## src/design/htrt_pkg.sv

```systemverilog
`timescale 1ns / 1ps
`default_nettype none
// ----------------------------------------------------------------------------
// htrt_pkg: shared types and constants of the transmit retry tracker
// Widths, function and action codes, and the structs passed between the
// front end, the command queue, the register block and the slot engine.
// ----------------------------------------------------------------------------
package htrt_pkg;

   // Table geometry
   localparam int TX_SLOTS    = 4;
   localparam int ED_ID_BITS  = 32;
   localparam int SLOT_W      = (TX_SLOTS > 1) ? $clog2(TX_SLOTS) : 1;
   localparam int SCAN_W      = $clog2(TX_SLOTS + 1);

   // Fixed field widths
   localparam int FUNC_W      = 3;
   localparam int ACT_W       = 3;
   localparam int ED_PORT_W   = 32;
   localparam int COORD_W     = 6;
   localparam int SLOT_PORT_W = 2;
   localparam int CFG_W       = 8;
   localparam int ED_WIDE_W   = (ED_ID_BITS > ED_PORT_W) ? ED_ID_BITS : ED_PORT_W;

   // Configuration port
   localparam int CSR_ADDR_W  = 4;
   localparam int CSR_DATA_W  = 32;

   // Command queue
   localparam int QUEUE_DEPTH = 2;
   localparam int QPTR_W      = (QUEUE_DEPTH > 1) ? $clog2(QUEUE_DEPTH) : 1;
   localparam int QCNT_W      = $clog2(QUEUE_DEPTH + 1);

   // Request function codes
   localparam logic [FUNC_W-1:0] FUNC_SEND       = 3'd0;
   localparam logic [FUNC_W-1:0] FUNC_ACK        = 3'd1;
   localparam logic [FUNC_W-1:0] FUNC_BUSY_ACK   = 3'd2;
   localparam logic [FUNC_W-1:0] FUNC_COMMIT_ACK = 3'd3;
   localparam logic [FUNC_W-1:0] FUNC_TICK       = 3'd4;

   // Result action codes
   localparam logic [ACT_W-1:0] ACT_NONE   = 3'd0;
   localparam logic [ACT_W-1:0] ACT_DATA   = 3'd1;
   localparam logic [ACT_W-1:0] ACT_COMMIT = 3'd2;
   localparam logic [ACT_W-1:0] ACT_FAIL   = 3'd3;
   localparam logic [ACT_W-1:0] ACT_DONE   = 3'd4;
   localparam logic [ACT_W-1:0] ACT_FULL   = 3'd5;

   // Register reset values
   localparam logic [CFG_W-1:0] MAX_RETRIES_RST   = 8'd3;
   localparam logic [CFG_W-1:0] RETRY_TIMEOUT_RST = 8'd2;
   localparam logic [CFG_W-1:0] BUSY_TIMEOUT_RST  = 8'd3;

   typedef enum logic [2:0] {
      OP_SEND,
      OP_ACK,
      OP_BUSY_ACK,
      OP_COMMIT_ACK,
      OP_TICK
   } op_type;

   typedef struct packed {
      op_type                 op;
      logic                   is_ed;
      logic [ED_ID_BITS-1:0]  ed_id;
      logic [COORD_W-1:0]     coord_id;
   } cmd_type;

   typedef struct packed {
      logic [ACT_W-1:0]       action;
      logic [SLOT_PORT_W-1:0] slot_index;
      logic                   is_ed;
      logic [ED_PORT_W-1:0]   ed_id;
      logic [COORD_W-1:0]     coord_id;
   } result_type;

   typedef struct packed {
      logic [CFG_W-1:0] max_retries;
      logic [CFG_W-1:0] retry_timeout;
      logic [CFG_W-1:0] busy_timeout;
   } cfg_type;

   // Port identifier to stored identifier (truncate or zero-extend)
   function automatic logic [ED_ID_BITS-1:0] ed_to_slot(input logic [ED_PORT_W-1:0] id);
      logic [ED_WIDE_W-1:0] wide;
      wide = ED_WIDE_W'(id);
      return wide[ED_ID_BITS-1:0];
   endfunction

   // Stored identifier back to port width
   function automatic logic [ED_PORT_W-1:0] ed_to_port(input logic [ED_ID_BITS-1:0] id);
      logic [ED_WIDE_W-1:0] wide;
      wide = ED_WIDE_W'(id);
      return wide[ED_PORT_W-1:0];
   endfunction

   // Low bits of a slot number as reported on the result port
   function automatic logic [SLOT_PORT_W-1:0] slot_to_port(input logic [SLOT_W-1:0] s);
      logic [SLOT_W+SLOT_PORT_W-1:0] wide;
      wide = (SLOT_W + SLOT_PORT_W)'(s);
      return wide[SLOT_PORT_W-1:0];
   endfunction

endpackage
`default_nettype wire

```

## src/design/htrt_regs.sv

```systemverilog
`timescale 1ns / 1ps
`default_nettype none
// ----------------------------------------------------------------------------
// htrt_regs: configuration registers
// APB-style register block holding retry count and the two timeouts.
// ----------------------------------------------------------------------------
module htrt_regs
   import htrt_pkg::*;
(
   input  wire logic                  clock,
   input  wire logic                  reset,
   input  wire logic                  csr_psel,
   input  wire logic                  csr_penable,
   input  wire logic                  csr_pwrite,
   input  wire logic [CSR_ADDR_W-1:0] csr_paddr,
   input  wire logic [CSR_DATA_W-1:0] csr_pwdata,
   output logic      [CSR_DATA_W-1:0] csr_prdata,
   output logic                       csr_pready,
   output cfg_type                    cfg
);

   localparam logic [1:0] REG_MAX_RETRIES   = 2'd0;
   localparam logic [1:0] REG_RETRY_TIMEOUT = 2'd1;
   localparam logic [1:0] REG_BUSY_TIMEOUT  = 2'd2;

   cfg_type    cfg_ff, cfg_in;
   logic       wr_en;
   logic [1:0] reg_idx;

   assign csr_pready = 1'b1;
   assign wr_en      = csr_psel && csr_penable && csr_pwrite;
   assign reg_idx    = csr_paddr[3:2];
   assign cfg        = cfg_ff;

   always_comb begin
      cfg_in     = cfg_ff;
      csr_prdata = '0;
      unique case (reg_idx)
         REG_MAX_RETRIES: begin
            csr_prdata = CSR_DATA_W'(cfg_ff.max_retries);
            if (wr_en) cfg_in.max_retries = csr_pwdata[CFG_W-1:0];
         end
         REG_RETRY_TIMEOUT: begin
            csr_prdata = CSR_DATA_W'(cfg_ff.retry_timeout);
            if (wr_en) cfg_in.retry_timeout = csr_pwdata[CFG_W-1:0];
         end
         REG_BUSY_TIMEOUT: begin
            csr_prdata = CSR_DATA_W'(cfg_ff.busy_timeout);
            if (wr_en) cfg_in.busy_timeout = csr_pwdata[CFG_W-1:0];
         end
         default: begin
            csr_prdata = '0;
         end
      endcase
   end

   always_ff @(posedge clock) begin
      if (reset) begin
         cfg_ff.max_retries   <= MAX_RETRIES_RST;
         cfg_ff.retry_timeout <= RETRY_TIMEOUT_RST;
         cfg_ff.busy_timeout  <= BUSY_TIMEOUT_RST;
      end else begin
         cfg_ff <= cfg_in;
      end
   end

endmodule
`default_nettype wire

```

## src/design/htrt_front.sv

```systemverilog
`timescale 1ns / 1ps
`default_nettype none
// ----------------------------------------------------------------------------
// htrt_front: request intake and classification
// Takes request transactions, decodes the function code, drops unknown
// codes and hands classified commands to the queue.
// ----------------------------------------------------------------------------
module htrt_front
   import htrt_pkg::*;
(
   input  wire logic                 clock,
   input  wire logic                 reset,
   input  wire logic                 req_valid,
   output logic                      req_ready,
   input  wire logic [FUNC_W-1:0]    req_func,
   input  wire logic                 req_peer_is_ed,
   input  wire logic [ED_PORT_W-1:0] req_peer_ed_id,
   input  wire logic [COORD_W-1:0]   req_peer_coord_id,
   output logic                      push_valid,
   input  wire logic                 push_ready,
   output cmd_type                   push_cmd
);

   logic    cmd_valid_ff, cmd_valid_in;
   cmd_type cmd_ff, cmd_in;
   cmd_type decoded;
   logic    known;

   assign req_ready  = !cmd_valid_ff || push_ready;
   assign push_valid = cmd_valid_ff;
   assign push_cmd   = cmd_ff;

   always_comb begin
      decoded.is_ed    = req_peer_is_ed;
      decoded.ed_id    = ed_to_slot(req_peer_ed_id);
      decoded.coord_id = req_peer_coord_id;
      decoded.op       = OP_SEND;
      known            = 1'b1;
      unique case (req_func)
         FUNC_SEND:       decoded.op = OP_SEND;
         FUNC_ACK:        decoded.op = OP_ACK;
         FUNC_BUSY_ACK:   decoded.op = OP_BUSY_ACK;
         FUNC_COMMIT_ACK: decoded.op = OP_COMMIT_ACK;
         FUNC_TICK:       decoded.op = OP_TICK;
         default:         known      = 1'b0;
      endcase
   end

   always_comb begin
      cmd_valid_in = cmd_valid_ff;
      cmd_in       = cmd_ff;
      if (req_valid && req_ready) begin
         // drop unknown codes here
         cmd_valid_in = known;
         cmd_in       = decoded;
      end else if (push_ready) begin
         cmd_valid_in = 1'b0;
      end
   end

   always_ff @(posedge clock) begin
      if (reset) begin
         cmd_valid_ff <= 1'b0;
      end else begin
         cmd_valid_ff <= cmd_valid_in;
      end
      cmd_ff <= cmd_in;
   end

endmodule
`default_nettype wire

```

## src/design/htrt_queue.sv

```systemverilog
`timescale 1ns / 1ps
`default_nettype none
// ----------------------------------------------------------------------------
// htrt_queue: command queue
// Short FIFO between the front end and the slot engine.
// ----------------------------------------------------------------------------
module htrt_queue
   import htrt_pkg::*;
(
   input  wire logic    clock,
   input  wire logic    reset,
   input  wire logic    push_valid,
   output logic         push_ready,
   input  wire cmd_type push_cmd,
   output logic         pop_valid,
   input  wire logic    pop_ready,
   output cmd_type      pop_cmd
);

   cmd_type           entry_ff [QUEUE_DEPTH];
   logic [QPTR_W-1:0] wr_ptr_ff, wr_ptr_in;
   logic [QPTR_W-1:0] rd_ptr_ff, rd_ptr_in;
   logic [QCNT_W-1:0] count_ff, count_in;
   logic              do_push, do_pop;

   assign push_ready = count_ff != QCNT_W'(QUEUE_DEPTH);
   assign pop_valid  = count_ff != '0;
   assign pop_cmd    = entry_ff[rd_ptr_ff];
   assign do_push    = push_valid && push_ready;
   assign do_pop     = pop_valid && pop_ready;

   always_comb begin
      wr_ptr_in = wr_ptr_ff;
      rd_ptr_in = rd_ptr_ff;
      count_in  = count_ff;
      if (do_push) begin
         wr_ptr_in = (wr_ptr_ff == QPTR_W'(QUEUE_DEPTH - 1)) ? '0 : wr_ptr_ff + 1'b1;
      end
      if (do_pop) begin
         rd_ptr_in = (rd_ptr_ff == QPTR_W'(QUEUE_DEPTH - 1)) ? '0 : rd_ptr_ff + 1'b1;
      end
      if (do_push && !do_pop) begin
         count_in = count_ff + 1'b1;
      end else if (do_pop && !do_push) begin
         count_in = count_ff - 1'b1;
      end
   end

   always_ff @(posedge clock) begin
      if (reset) begin
         wr_ptr_ff <= '0;
         rd_ptr_ff <= '0;
         count_ff  <= '0;
      end else begin
         wr_ptr_ff <= wr_ptr_in;
         rd_ptr_ff <= rd_ptr_in;
         count_ff  <= count_in;
      end
      if (do_push) begin
         entry_ff[wr_ptr_ff] <= push_cmd;
      end
   end

endmodule
`default_nettype wire

```

## src/design/htrt_engine.sv

```systemverilog
`timescale 1ns / 1ps
`default_nettype none
// ----------------------------------------------------------------------------
// htrt_engine: slot table and scan sequencer
// Executes one command at a time by scanning the slot table, one slot per
// unstalled cycle; results go through a pending stage and an output register.
// ----------------------------------------------------------------------------
module htrt_engine
   import htrt_pkg::*;
(
   input  wire logic    clock,
   input  wire logic    reset,
   input  wire cfg_type cfg,
   input  wire logic    pop_valid,
   output logic         pop_ready,
   input  wire cmd_type pop_cmd,
   output logic         rsp_valid,
   input  wire logic    rsp_ready,
   output result_type   rsp_res,
   output logic         rsp_last
);

   typedef enum logic [1:0] {
      ST_IDLE,
      ST_SCAN,
      ST_FINISH
   } state_type;

   state_type             state_ff, state_in;
   cmd_type               cmd_ff, cmd_in;
   logic [SCAN_W-1:0]     scan_ff, scan_in;
   logic                  hit_ff, hit_in;
   logic [CFG_W-1:0]      tick_ff, tick_in;
   logic                  pend_valid_ff, pend_valid_in;
   result_type            pend_ff, pend_in;
   logic                  rsp_valid_ff, rsp_valid_in;
   result_type            rsp_ff, rsp_in;
   logic                  rsp_last_ff, rsp_last_in;

   logic [TX_SLOTS-1:0]   valid_ff, valid_in;
   logic                  is_ed_ff   [TX_SLOTS];
   logic                  is_ed_in   [TX_SLOTS];
   logic [ED_ID_BITS-1:0] ed_ff      [TX_SLOTS];
   logic [ED_ID_BITS-1:0] ed_in      [TX_SLOTS];
   logic [COORD_W-1:0]    coord_ff   [TX_SLOTS];
   logic [COORD_W-1:0]    coord_in   [TX_SLOTS];
   logic                  phase_ff   [TX_SLOTS];
   logic                  phase_in   [TX_SLOTS];
   logic [CFG_W-1:0]      retries_ff [TX_SLOTS];
   logic [CFG_W-1:0]      retries_in [TX_SLOTS];
   logic [CFG_W-1:0]      expiry_ff  [TX_SLOTS];
   logic [CFG_W-1:0]      expiry_in  [TX_SLOTS];

   logic [SLOT_W-1:0]     cur;
   logic                  cur_match;
   logic                  cur_expired;
   logic                  last_slot;
   logic                  out_free;
   logic [ACT_W-1:0]      act;
   logic                  finish;
   logic                  ev_valid;
   logic                  stall;
   logic                  full;
   result_type            ev_res;
   result_type            full_res;

   assign rsp_valid = rsp_valid_ff;
   assign rsp_res   = rsp_ff;
   assign rsp_last  = rsp_last_ff;

   assign cur       = scan_ff[SLOT_W-1:0];
   assign last_slot = scan_ff == SCAN_W'(TX_SLOTS - 1);
   assign out_free  = !rsp_valid_ff || rsp_ready;

   assign cur_match = valid_ff[cur] && (is_ed_ff[cur] == cmd_ff.is_ed) &&
                      (cmd_ff.is_ed ? (ed_ff[cur] == cmd_ff.ed_id)
                                    : (coord_ff[cur] == cmd_ff.coord_id));
   assign cur_expired = valid_ff[cur] && (expiry_ff[cur] == tick_ff);

   assign full = (cmd_ff.op == OP_SEND) && !hit_ff;

   always_comb begin
      full_res.action     = ACT_FULL;
      full_res.slot_index = '0;
      full_res.is_ed      = cmd_ff.is_ed;
      full_res.ed_id      = ed_to_port(cmd_ff.ed_id);
      full_res.coord_id   = cmd_ff.coord_id;
   end

   // Classify the slot under the scan pointer
   always_comb begin
      act    = ACT_NONE;
      finish = last_slot;
      case (cmd_ff.op)
         OP_SEND: begin
            if (!valid_ff[cur]) begin
               act    = ACT_DATA;
               finish = 1'b1;
            end
         end
         OP_ACK: begin
            if (cur_match) begin
               act    = ACT_COMMIT;
               finish = 1'b1;
            end
         end
         OP_BUSY_ACK: begin
            if (cur_match) finish = 1'b1;
         end
         OP_COMMIT_ACK: begin
            if (cur_match) begin
               act    = ACT_DONE;
               finish = 1'b1;
            end
         end
         OP_TICK: begin
            if (cur_expired) begin
               if (retries_ff[cur] == '0) act = ACT_FAIL;
               else act = phase_ff[cur] ? ACT_COMMIT : ACT_DATA;
            end
         end
         default: begin
            finish = 1'b1;
         end
      endcase
      ev_valid = act != ACT_NONE;
      stall    = ev_valid && pend_valid_ff && !out_free;

      ev_res.action     = act;
      ev_res.slot_index = slot_to_port(cur);
      if (cmd_ff.op == OP_SEND) begin
         ev_res.is_ed    = cmd_ff.is_ed;
         ev_res.ed_id    = ed_to_port(cmd_ff.ed_id);
         ev_res.coord_id = cmd_ff.coord_id;
      end else begin
         ev_res.is_ed    = is_ed_ff[cur];
         ev_res.ed_id    = ed_to_port(ed_ff[cur]);
         ev_res.coord_id = coord_ff[cur];
      end
   end

   always_comb begin
      state_in      = state_ff;
      cmd_in        = cmd_ff;
      scan_in       = scan_ff;
      hit_in        = hit_ff;
      tick_in       = tick_ff;
      pend_valid_in = pend_valid_ff;
      pend_in       = pend_ff;
      rsp_valid_in  = rsp_valid_ff;
      rsp_in        = rsp_ff;
      rsp_last_in   = rsp_last_ff;
      valid_in      = valid_ff;
      is_ed_in      = is_ed_ff;
      ed_in         = ed_ff;
      coord_in      = coord_ff;
      phase_in      = phase_ff;
      retries_in    = retries_ff;
      expiry_in     = expiry_ff;
      pop_ready     = 1'b0;

      if (rsp_valid_ff && rsp_ready) rsp_valid_in = 1'b0;

      unique case (state_ff)
         ST_IDLE: begin
            pop_ready = 1'b1;
            if (pop_valid) begin
               cmd_in   = pop_cmd;
               scan_in  = '0;
               hit_in   = 1'b0;
               state_in = ST_SCAN;
               if (pop_cmd.op == OP_TICK) tick_in = tick_ff + 1'b1;
            end
         end
         ST_SCAN: begin
            if (!stall) begin
               case (cmd_ff.op)
                  OP_SEND: begin
                     if (ev_valid) begin
                        valid_in[cur]   = 1'b1;
                        is_ed_in[cur]   = cmd_ff.is_ed;
                        ed_in[cur]      = cmd_ff.ed_id;
                        coord_in[cur]   = cmd_ff.coord_id;
                        phase_in[cur]   = 1'b0;
                        retries_in[cur] = cfg.max_retries;
                        expiry_in[cur]  = tick_ff + cfg.retry_timeout;
                        hit_in          = 1'b1;
                     end
                  end
                  OP_ACK: begin
                     if (cur_match) begin
                        retries_in[cur] = cfg.max_retries;
                        phase_in[cur]   = 1'b1;
                        expiry_in[cur]  = tick_ff + cfg.retry_timeout;
                     end
                  end
                  OP_BUSY_ACK: begin
                     if (cur_match) begin
                        retries_in[cur] = cfg.max_retries;
                        expiry_in[cur]  = tick_ff + cfg.busy_timeout;
                     end
                  end
                  OP_COMMIT_ACK: begin
                     if (cur_match) valid_in[cur] = 1'b0;
                  end
                  OP_TICK: begin
                     if (act == ACT_FAIL) begin
                        // drop every slot held for the failed peer
                        for (int j = 0; j < TX_SLOTS; j++) begin
                           if (valid_ff[j] && (is_ed_ff[j] == is_ed_ff[cur]) &&
                               (is_ed_ff[cur] ? (ed_ff[j] == ed_ff[cur])
                                              : (coord_ff[j] == coord_ff[cur]))) begin
                              valid_in[j] = 1'b0;
                           end
                        end
                        valid_in[cur] = 1'b0;
                     end else if (ev_valid) begin
                        retries_in[cur] = retries_ff[cur] - 1'b1;
                        expiry_in[cur]  = tick_ff + cfg.retry_timeout;
                     end
                  end
                  default: begin
                     hit_in = hit_ff;
                  end
               endcase

               // retire the previous result, hold the new one
               if (ev_valid) begin
                  if (pend_valid_ff) begin
                     rsp_valid_in = 1'b1;
                     rsp_in       = pend_ff;
                     rsp_last_in  = 1'b0;
                  end
                  pend_in       = ev_res;
                  pend_valid_in = 1'b1;
               end

               scan_in = scan_ff + 1'b1;
               if (finish) state_in = ST_FINISH;
            end
         end
         ST_FINISH: begin
            if (full || pend_valid_ff) begin
               if (out_free) begin
                  rsp_valid_in  = 1'b1;
                  rsp_in        = full ? full_res : pend_ff;
                  rsp_last_in   = 1'b1;
                  pend_valid_in = 1'b0;
                  state_in      = ST_IDLE;
               end
            end else begin
               state_in = ST_IDLE;
            end
         end
         default: begin
            state_in = ST_IDLE;
         end
      endcase
   end

   always_ff @(posedge clock) begin
      if (reset) begin
         state_ff      <= ST_IDLE;
         tick_ff       <= '0;
         pend_valid_ff <= 1'b0;
         rsp_valid_ff  <= 1'b0;
         valid_ff      <= '0;
      end else begin
         state_ff      <= state_in;
         tick_ff       <= tick_in;
         pend_valid_ff <= pend_valid_in;
         rsp_valid_ff  <= rsp_valid_in;
         valid_ff      <= valid_in;
      end
      cmd_ff      <= cmd_in;
      scan_ff     <= scan_in;
      hit_ff      <= hit_in;
      pend_ff     <= pend_in;
      rsp_ff      <= rsp_in;
      rsp_last_ff <= rsp_last_in;
      is_ed_ff    <= is_ed_in;
      ed_ff       <= ed_in;
      coord_ff    <= coord_in;
      phase_ff    <= phase_in;
      retries_ff  <= retries_in;
      expiry_ff   <= expiry_in;
   end

endmodule
`default_nettype wire

```

## src/design/handshake_tx_retry_tracker_core.sv

```systemverilog
`timescale 1ns / 1ps
`default_nettype none
// ----------------------------------------------------------------------------
// handshake_tx_retry_tracker_core: transmit side of a four-way link handshake
// Tracks pending sends in a small slot table and tells the transmitter when
// to send DATA or COMMIT, when a transaction is delivered and when a peer
// has failed.
// ----------------------------------------------------------------------------
// Each request transaction is a send, an ACK, a busy ACK, a COMMIT ACK or a
// timer tick; it yields zero to TX_SLOTS result transactions, the final one
// flagged by rsp_last. Unknown function codes are taken and dropped. A
// request passes a one-entry intake stage and a two-entry command queue, so
// intake keeps taking requests, until both are full, while the slot engine
// works or while a result waits at the output. The slot engine executes one
// command at a time and visits one table slot per cycle: a tick scans every
// slot, while a send, ACK, busy ACK or COMMIT ACK stops the scan at the
// first free or matching slot. A result stalled at the output holds the
// scan whenever a further result is produced. The retry count and both
// timeouts are programmed through the register port at byte offsets 0x0,
// 0x4 and 0x8; write them only while the block is idle.
// ----------------------------------------------------------------------------
module handshake_tx_retry_tracker_core
   import htrt_pkg::*;
(
   input  wire logic                   clock,
   input  wire logic                   reset,

   // request channel
   input  wire logic                   req_valid,
   output logic                        req_ready,
   input  wire logic [FUNC_W-1:0]      req_func,
   input  wire logic                   req_peer_is_ed,
   input  wire logic [ED_PORT_W-1:0]   req_peer_ed_id,
   input  wire logic [COORD_W-1:0]     req_peer_coord_id,

   // result channel
   output logic                        rsp_valid,
   input  wire logic                   rsp_ready,
   output logic [ACT_W-1:0]            rsp_action,
   output logic [SLOT_PORT_W-1:0]      rsp_slot_index,
   output logic                        rsp_out_is_ed,
   output logic [ED_PORT_W-1:0]        rsp_out_ed_id,
   output logic [COORD_W-1:0]          rsp_out_coord_id,
   output logic                        rsp_last,

   // register port
   input  wire logic                   csr_psel,
   input  wire logic                   csr_penable,
   input  wire logic                   csr_pwrite,
   input  wire logic [CSR_ADDR_W-1:0]  csr_paddr,
   input  wire logic [CSR_DATA_W-1:0]  csr_pwdata,
   output logic      [CSR_DATA_W-1:0]  csr_prdata,
   output logic                        csr_pready
);

   cfg_type    cfg;
   logic       push_valid, push_ready;
   cmd_type    push_cmd;
   logic       pop_valid, pop_ready;
   cmd_type    pop_cmd;
   result_type rsp_res;

   // Register block: retry count and timeouts
   htrt_regs u_regs (
      .clock       (clock),
      .reset       (reset),
      .csr_psel    (csr_psel),
      .csr_penable (csr_penable),
      .csr_pwrite  (csr_pwrite),
      .csr_paddr   (csr_paddr),
      .csr_pwdata  (csr_pwdata),
      .csr_prdata  (csr_prdata),
      .csr_pready  (csr_pready),
      .cfg         (cfg)
   );

   // Intake: decode the function code, drop unknown codes
   htrt_front u_front (
      .clock             (clock),
      .reset             (reset),
      .req_valid         (req_valid),
      .req_ready         (req_ready),
      .req_func          (req_func),
      .req_peer_is_ed    (req_peer_is_ed),
      .req_peer_ed_id    (req_peer_ed_id),
      .req_peer_coord_id (req_peer_coord_id),
      .push_valid        (push_valid),
      .push_ready        (push_ready),
      .push_cmd          (push_cmd)
   );

   // Decouple intake from the slot engine
   htrt_queue u_queue (
      .clock      (clock),
      .reset      (reset),
      .push_valid (push_valid),
      .push_ready (push_ready),
      .push_cmd   (push_cmd),
      .pop_valid  (pop_valid),
      .pop_ready  (pop_ready),
      .pop_cmd    (pop_cmd)
   );

   // Slot table, tick counter and result sequencing
   htrt_engine u_engine (
      .clock     (clock),
      .reset     (reset),
      .cfg       (cfg),
      .pop_valid (pop_valid),
      .pop_ready (pop_ready),
      .pop_cmd   (pop_cmd),
      .rsp_valid (rsp_valid),
      .rsp_ready (rsp_ready),
      .rsp_res   (rsp_res),
      .rsp_last  (rsp_last)
   );

   // Unpack the result transaction onto its ports
   assign rsp_action       = rsp_res.action;
   assign rsp_slot_index   = rsp_res.slot_index;
   assign rsp_out_is_ed    = rsp_res.is_ed;
   assign rsp_out_ed_id    = rsp_res.ed_id;
   assign rsp_out_coord_id = rsp_res.coord_id;

endmodule
`default_nettype wire
```

## config.mk

```make
export PLATFORM = sky130hd
export DESIGN_NAME = handshake_tx_retry_tracker_core
export DESIGN_NICKNAME = d
export VERILOG_FILES = /design/src/design/htrt_pkg.sv /design/src/design/htrt_regs.sv /design/src/design/htrt_front.sv /design/src/design/htrt_queue.sv /design/src/design/htrt_engine.sv /design/src/design/handshake_tx_retry_tracker_core.sv
export SDC_FILE = /design/constraint.sdc
export NUM_CORES = 1
export LEC_CHECK = 0
export ABC_CLOCK_PERIOD_IN_PS = 8900
export BUFFER_PORTS_ARGS = -buffer_cell sky130_fd_sc_hd__buf_2
export CAP_MARGIN = 20
export CORE_MARGIN = 1
export CORE_UTILIZATION = 45
export DETAILED_ROUTE_END_ITERATION = 6
export SLEW_MARGIN = 20
export SYNTH_ARGS = -nofsm -noshare
export SYNTH_HDL_FRONTEND = slang
export SYNTH_SLANG_ARGS = --single-unit
```

## constraint.sdc

```tcl
create_clock -name clock -period 8.9 [get_ports clock]
set_clock_uncertainty 0.1 [all_clocks]
set_input_delay 1.78 -clock clock [delete_from_list [all_inputs] [get_ports clock]]
set_output_delay 1.78 -clock clock [all_outputs]
set_load 0.01 [all_outputs]
```

==> run metrics <==
Seq/Total Area, Yosys=0.6177; Hold EP=u_queue.entry_ff[1][4]; max-slew violations=0; pwr dens=278.0 nW/um^2; Worst-Skew Late Latency=620 ps; minimum clock period=5614 ps; Final period util=0.6308; main area contributors after synthesis=edfxtp_1 (58%), xnor2_1 (6.9%), mux4_2 (4.9%), mux2_2 (3.7%), dfxtp_1 (3.7%); Max Freq=178.1 MHz; gp weighted congestion=0.9155; DRC violations left=0; CTS root buffer=clkbuf_16; number of buffers created by CTS=57; maximum number of pins on one net before global-route repair=108; first-pass GRT wire length=88390 um; setup violators final=0; CTS resizes=0; # IOs=165; reg2reg end=u_engine.ed_ff[96]; Syn Area/Cell=14.07 sq um; Synth async-reset ratio=0; FF/Latch Area=15490 sq um; EDFF count, synth=485; DR pass1 iterations=7; RSZ-0062 raised after global routing=false; initial antenna violation count=0; chip width=238.0 um; share of the core filled with cells=0.5112; CP Max Fanout=51; vias=14465; pre-CTS WS=3156 ps; row cnt=86; YS warnings=0; crit-path leading delay family=simple AND/OR/NAND/NOR gates; Hold Path Stages=0; proportion of layout cells with a drive suffix above 1=0.1954; I/O Buffers=113; CTS tree=yes; Placeable Area=55090 sq um; CTS clock-pin slew for the worst setup and hold paths=60 ps; Final TNS setup=0 ps; count leader, synth=edfxtp_1; status=complete, no violations; drt via density=5.371; Startpoint Class=register; Critical Path AT=5820 ps; Synth Flop Type=edfxtp_1; path depth of the worst reg2reg path=10; Gate Count Post-Synth=1782; Mapped Area=25070 sq um; Synth top area share=0.5810; flops & latches, synth=531; vias in the first global route=14689; Critical R2R Launch=u_engine.scan_ff[0]; R2R setup slack=3290 ps; Routed Antenna Nets=0; Post-CTS Repair Setup Buffers=0; CTS H-tree lvls=2; CP peak stage delay=880 ps; cell taking the most area after synthesis=edfxtp_1; DPL Wire Length=38810 um; Sink Count=531; Synth cell types=66; worst slew pin tran=1145 ps; drt total wl=58310 um; Worst slew margin=0.2261; kind of critical path=register to register; Multi-input gate area=9080 sq um; Hold Fails Final Rpt=0; CTS max path bufs=3; VDD IR-drop max=0.2220 mV; HP Start=u_front.push_cmd[4]; # fillers=4754; die area=56650 sq um; Slowest cell on crit path=and3_2; static leakage=9.563 nW; kind of end point of the critical path=register; Die H=238.0 um; Critical Path RT=9100 ps; CP bufs+invs=2; Total GRT Usage=0.2066; crit path cell chain=buf_4, mux4_2, xnor2_1, nand4_1, nor4_1, nand4_1, nor4b_4, nor2_4, and3_2, buf_4; post-cts hold buffer count=0; Setup WS post-layout=3286 ps; DR iter-0 viols=1099; area grow syn2layout=12.34%; Overflow after GRT=0; worst min path class=register to register; DR WL/cell=21.65 um; Max-Cap Viols=0; Post-synth top cells=edfxtp_1 (485), xnor2_1 (198), nand2_1 (146); net count reported at finish=2009; Initial Utilization=0.4550; Ant. Diodes=0
==> worst max path at each step <==
| stage | from | end | slack, ps | cells past startpoint |
|---|---|---|---|---|
| global route | u_engine.scan_ff[0] | u_engine.ed_ff[96] | 3030 | 10 |
| detailed placement | u_engine.scan_ff[0] | u_engine.ed_ff[96] | 3160 | 10 |
| global placement | u_engine.scan_ff[0] | u_engine.ed_ff[126] | 3120 | 10 |
| floorplan | u_engine.scan_ff[0] | u_engine.rsp_last | 2460 | 11 |
| CTS | u_engine.scan_ff[0] | u_engine.ed_ff[99] | 3140 | 10 |
| finish | u_engine.scan_ff[0] | u_engine.ed_ff[96] | 3290 | 10 |
==> cell families (layout without fill, tap and decap cells) <==
family | count (synthesis) | in the layout | share of synthesized area
flops | 531 | 531 | 0.6177
simple gates | 470 | 470 | 0.09528
xor+xnor | 286 | 286 | 0.09993
mux | 196 | 196 | 0.1094
compound gates | 149 | 149 | 0.03788
buf+inv | 121 | 261 | 0.02541
fa+ha+maj | 27 | 27 | 0.01408
other cells | 2 | 25 | 0.0002996
==> power breakdown <==
group	total, mW	internal [mW]	switching (mW)
sequential	3.38	3.14	0.237
clock	2.33	1.34	0.986
combinational	2.12	0.826	1.30
==> sequential cells by signal, summed over array words and instances, names as in the netlist, 2 cells and up, named ones only <==
register,cells
u_engine.pend_ff,44
u_engine.is_ed_ff,4
u_engine.valid_ff,4
u_queue.entry_ff,84
u_regs.cfg,24
u_engine.retries_ff,32
u_front.push_cmd,42
u_engine.scan_ff,3
u_engine.rsp_res,44
u_engine.state_ff,2
u_engine.tick_ff,8
u_engine.coord_ff,24
u_engine.ed_ff,128
u_engine.expiry_ff,32
u_queue.count_ff,2
u_engine.cmd_ff,42
==> worst reg2reg max path, stage by stage (launching register included) <==
cell and delay (ps):
edfxtp_1 340, buf_4 660, mux4_2 820, xnor2_1 330, nand4_1 120, nor4_1 660
nand4_1 250, nor4b_4 230, nor2_4 480, and3_2 890, buf_4 410
==> cell type report <==
class                   instances  area share
inverters                      18    0.002399
flip-flops and latches        531      0.5499
repair buffers                136     0.02666
multi-input cells            1153      0.3224
well taps                     748     0.03323
clock buffers                  73     0.05314
clock inverters                34     0.01226
==> through the flow <==
step / power [mW] / area (sq um) / hold WS [ps] / instances
final: 7.830 / 28160 / 342.0 / 2693
after global routing: 8.190 / 28160 / 341.6 / 2693
after CTS: 7.904 / 28160 / 339.3 / 2693
after detailed placement: 5.564 / 26320 / 329.6 / 2586
after global placement: 5.533 / 26320 / 322.4 / 2586
after floorplan: 4.916 / 25150 / 321.5 / 1805
==> layout by cell type, fill, tap and decap left out, types with 6 or more instances in the layout <==
| cell type | instances |
|---|---|
| o21ai_0 | 39 |
| ha_1 | 25 |
| edfxtp_1 | 485 |
| xor2_1 | 88 |
| nand4_1 | 28 |
| clkinv_1 | 9 |
| nand3_1 | 32 |
| nor4_1 | 12 |
| or4_1 | 8 |
| nor3_1 | 16 |
| clkinv_2 | 10 |
| nand2b_1 | 10 |
| inv_1 | 17 |
| buf_2 | 113 |
| mux2i_1 | 58 |
| or3_1 | 6 |
| nor2_1 | 88 |
| a21oi_1 | 42 |
| a31oi_1 | 9 |
| a211o_1 | 6 |
| nand2_1 | 145 |
| buf_4 | 22 |
| clkbuf_16 | 57 |
| xnor2_1 | 198 |
| dfxtp_1 | 45 |
| clkinv_4 | 6 |
| clkbuf_1 | 15 |
| mux2_2 | 82 |
| mux4_2 | 54 |
| and2_1 | 60 |
| nor3b_1 | 6 |
| conb_1 | 25 |
| nor2b_1 | 27 |
==> per-layer routing <==
| metal | track usage | up-vias | share of wire |
|---|---|---|---|
| met1 | 0.2840 | 7268 | 0.45 |
| met3 | 0.02719 | 86 | 0.042 |
| met5 | 0 | - | 0 |
| met4 | 0.06022 | 0 | 0.023 |
| met2 | 0.3433 | 355 | 0.48 |
| li1 | - | 6756 | - |
Power figures use the tool's default switching activity.
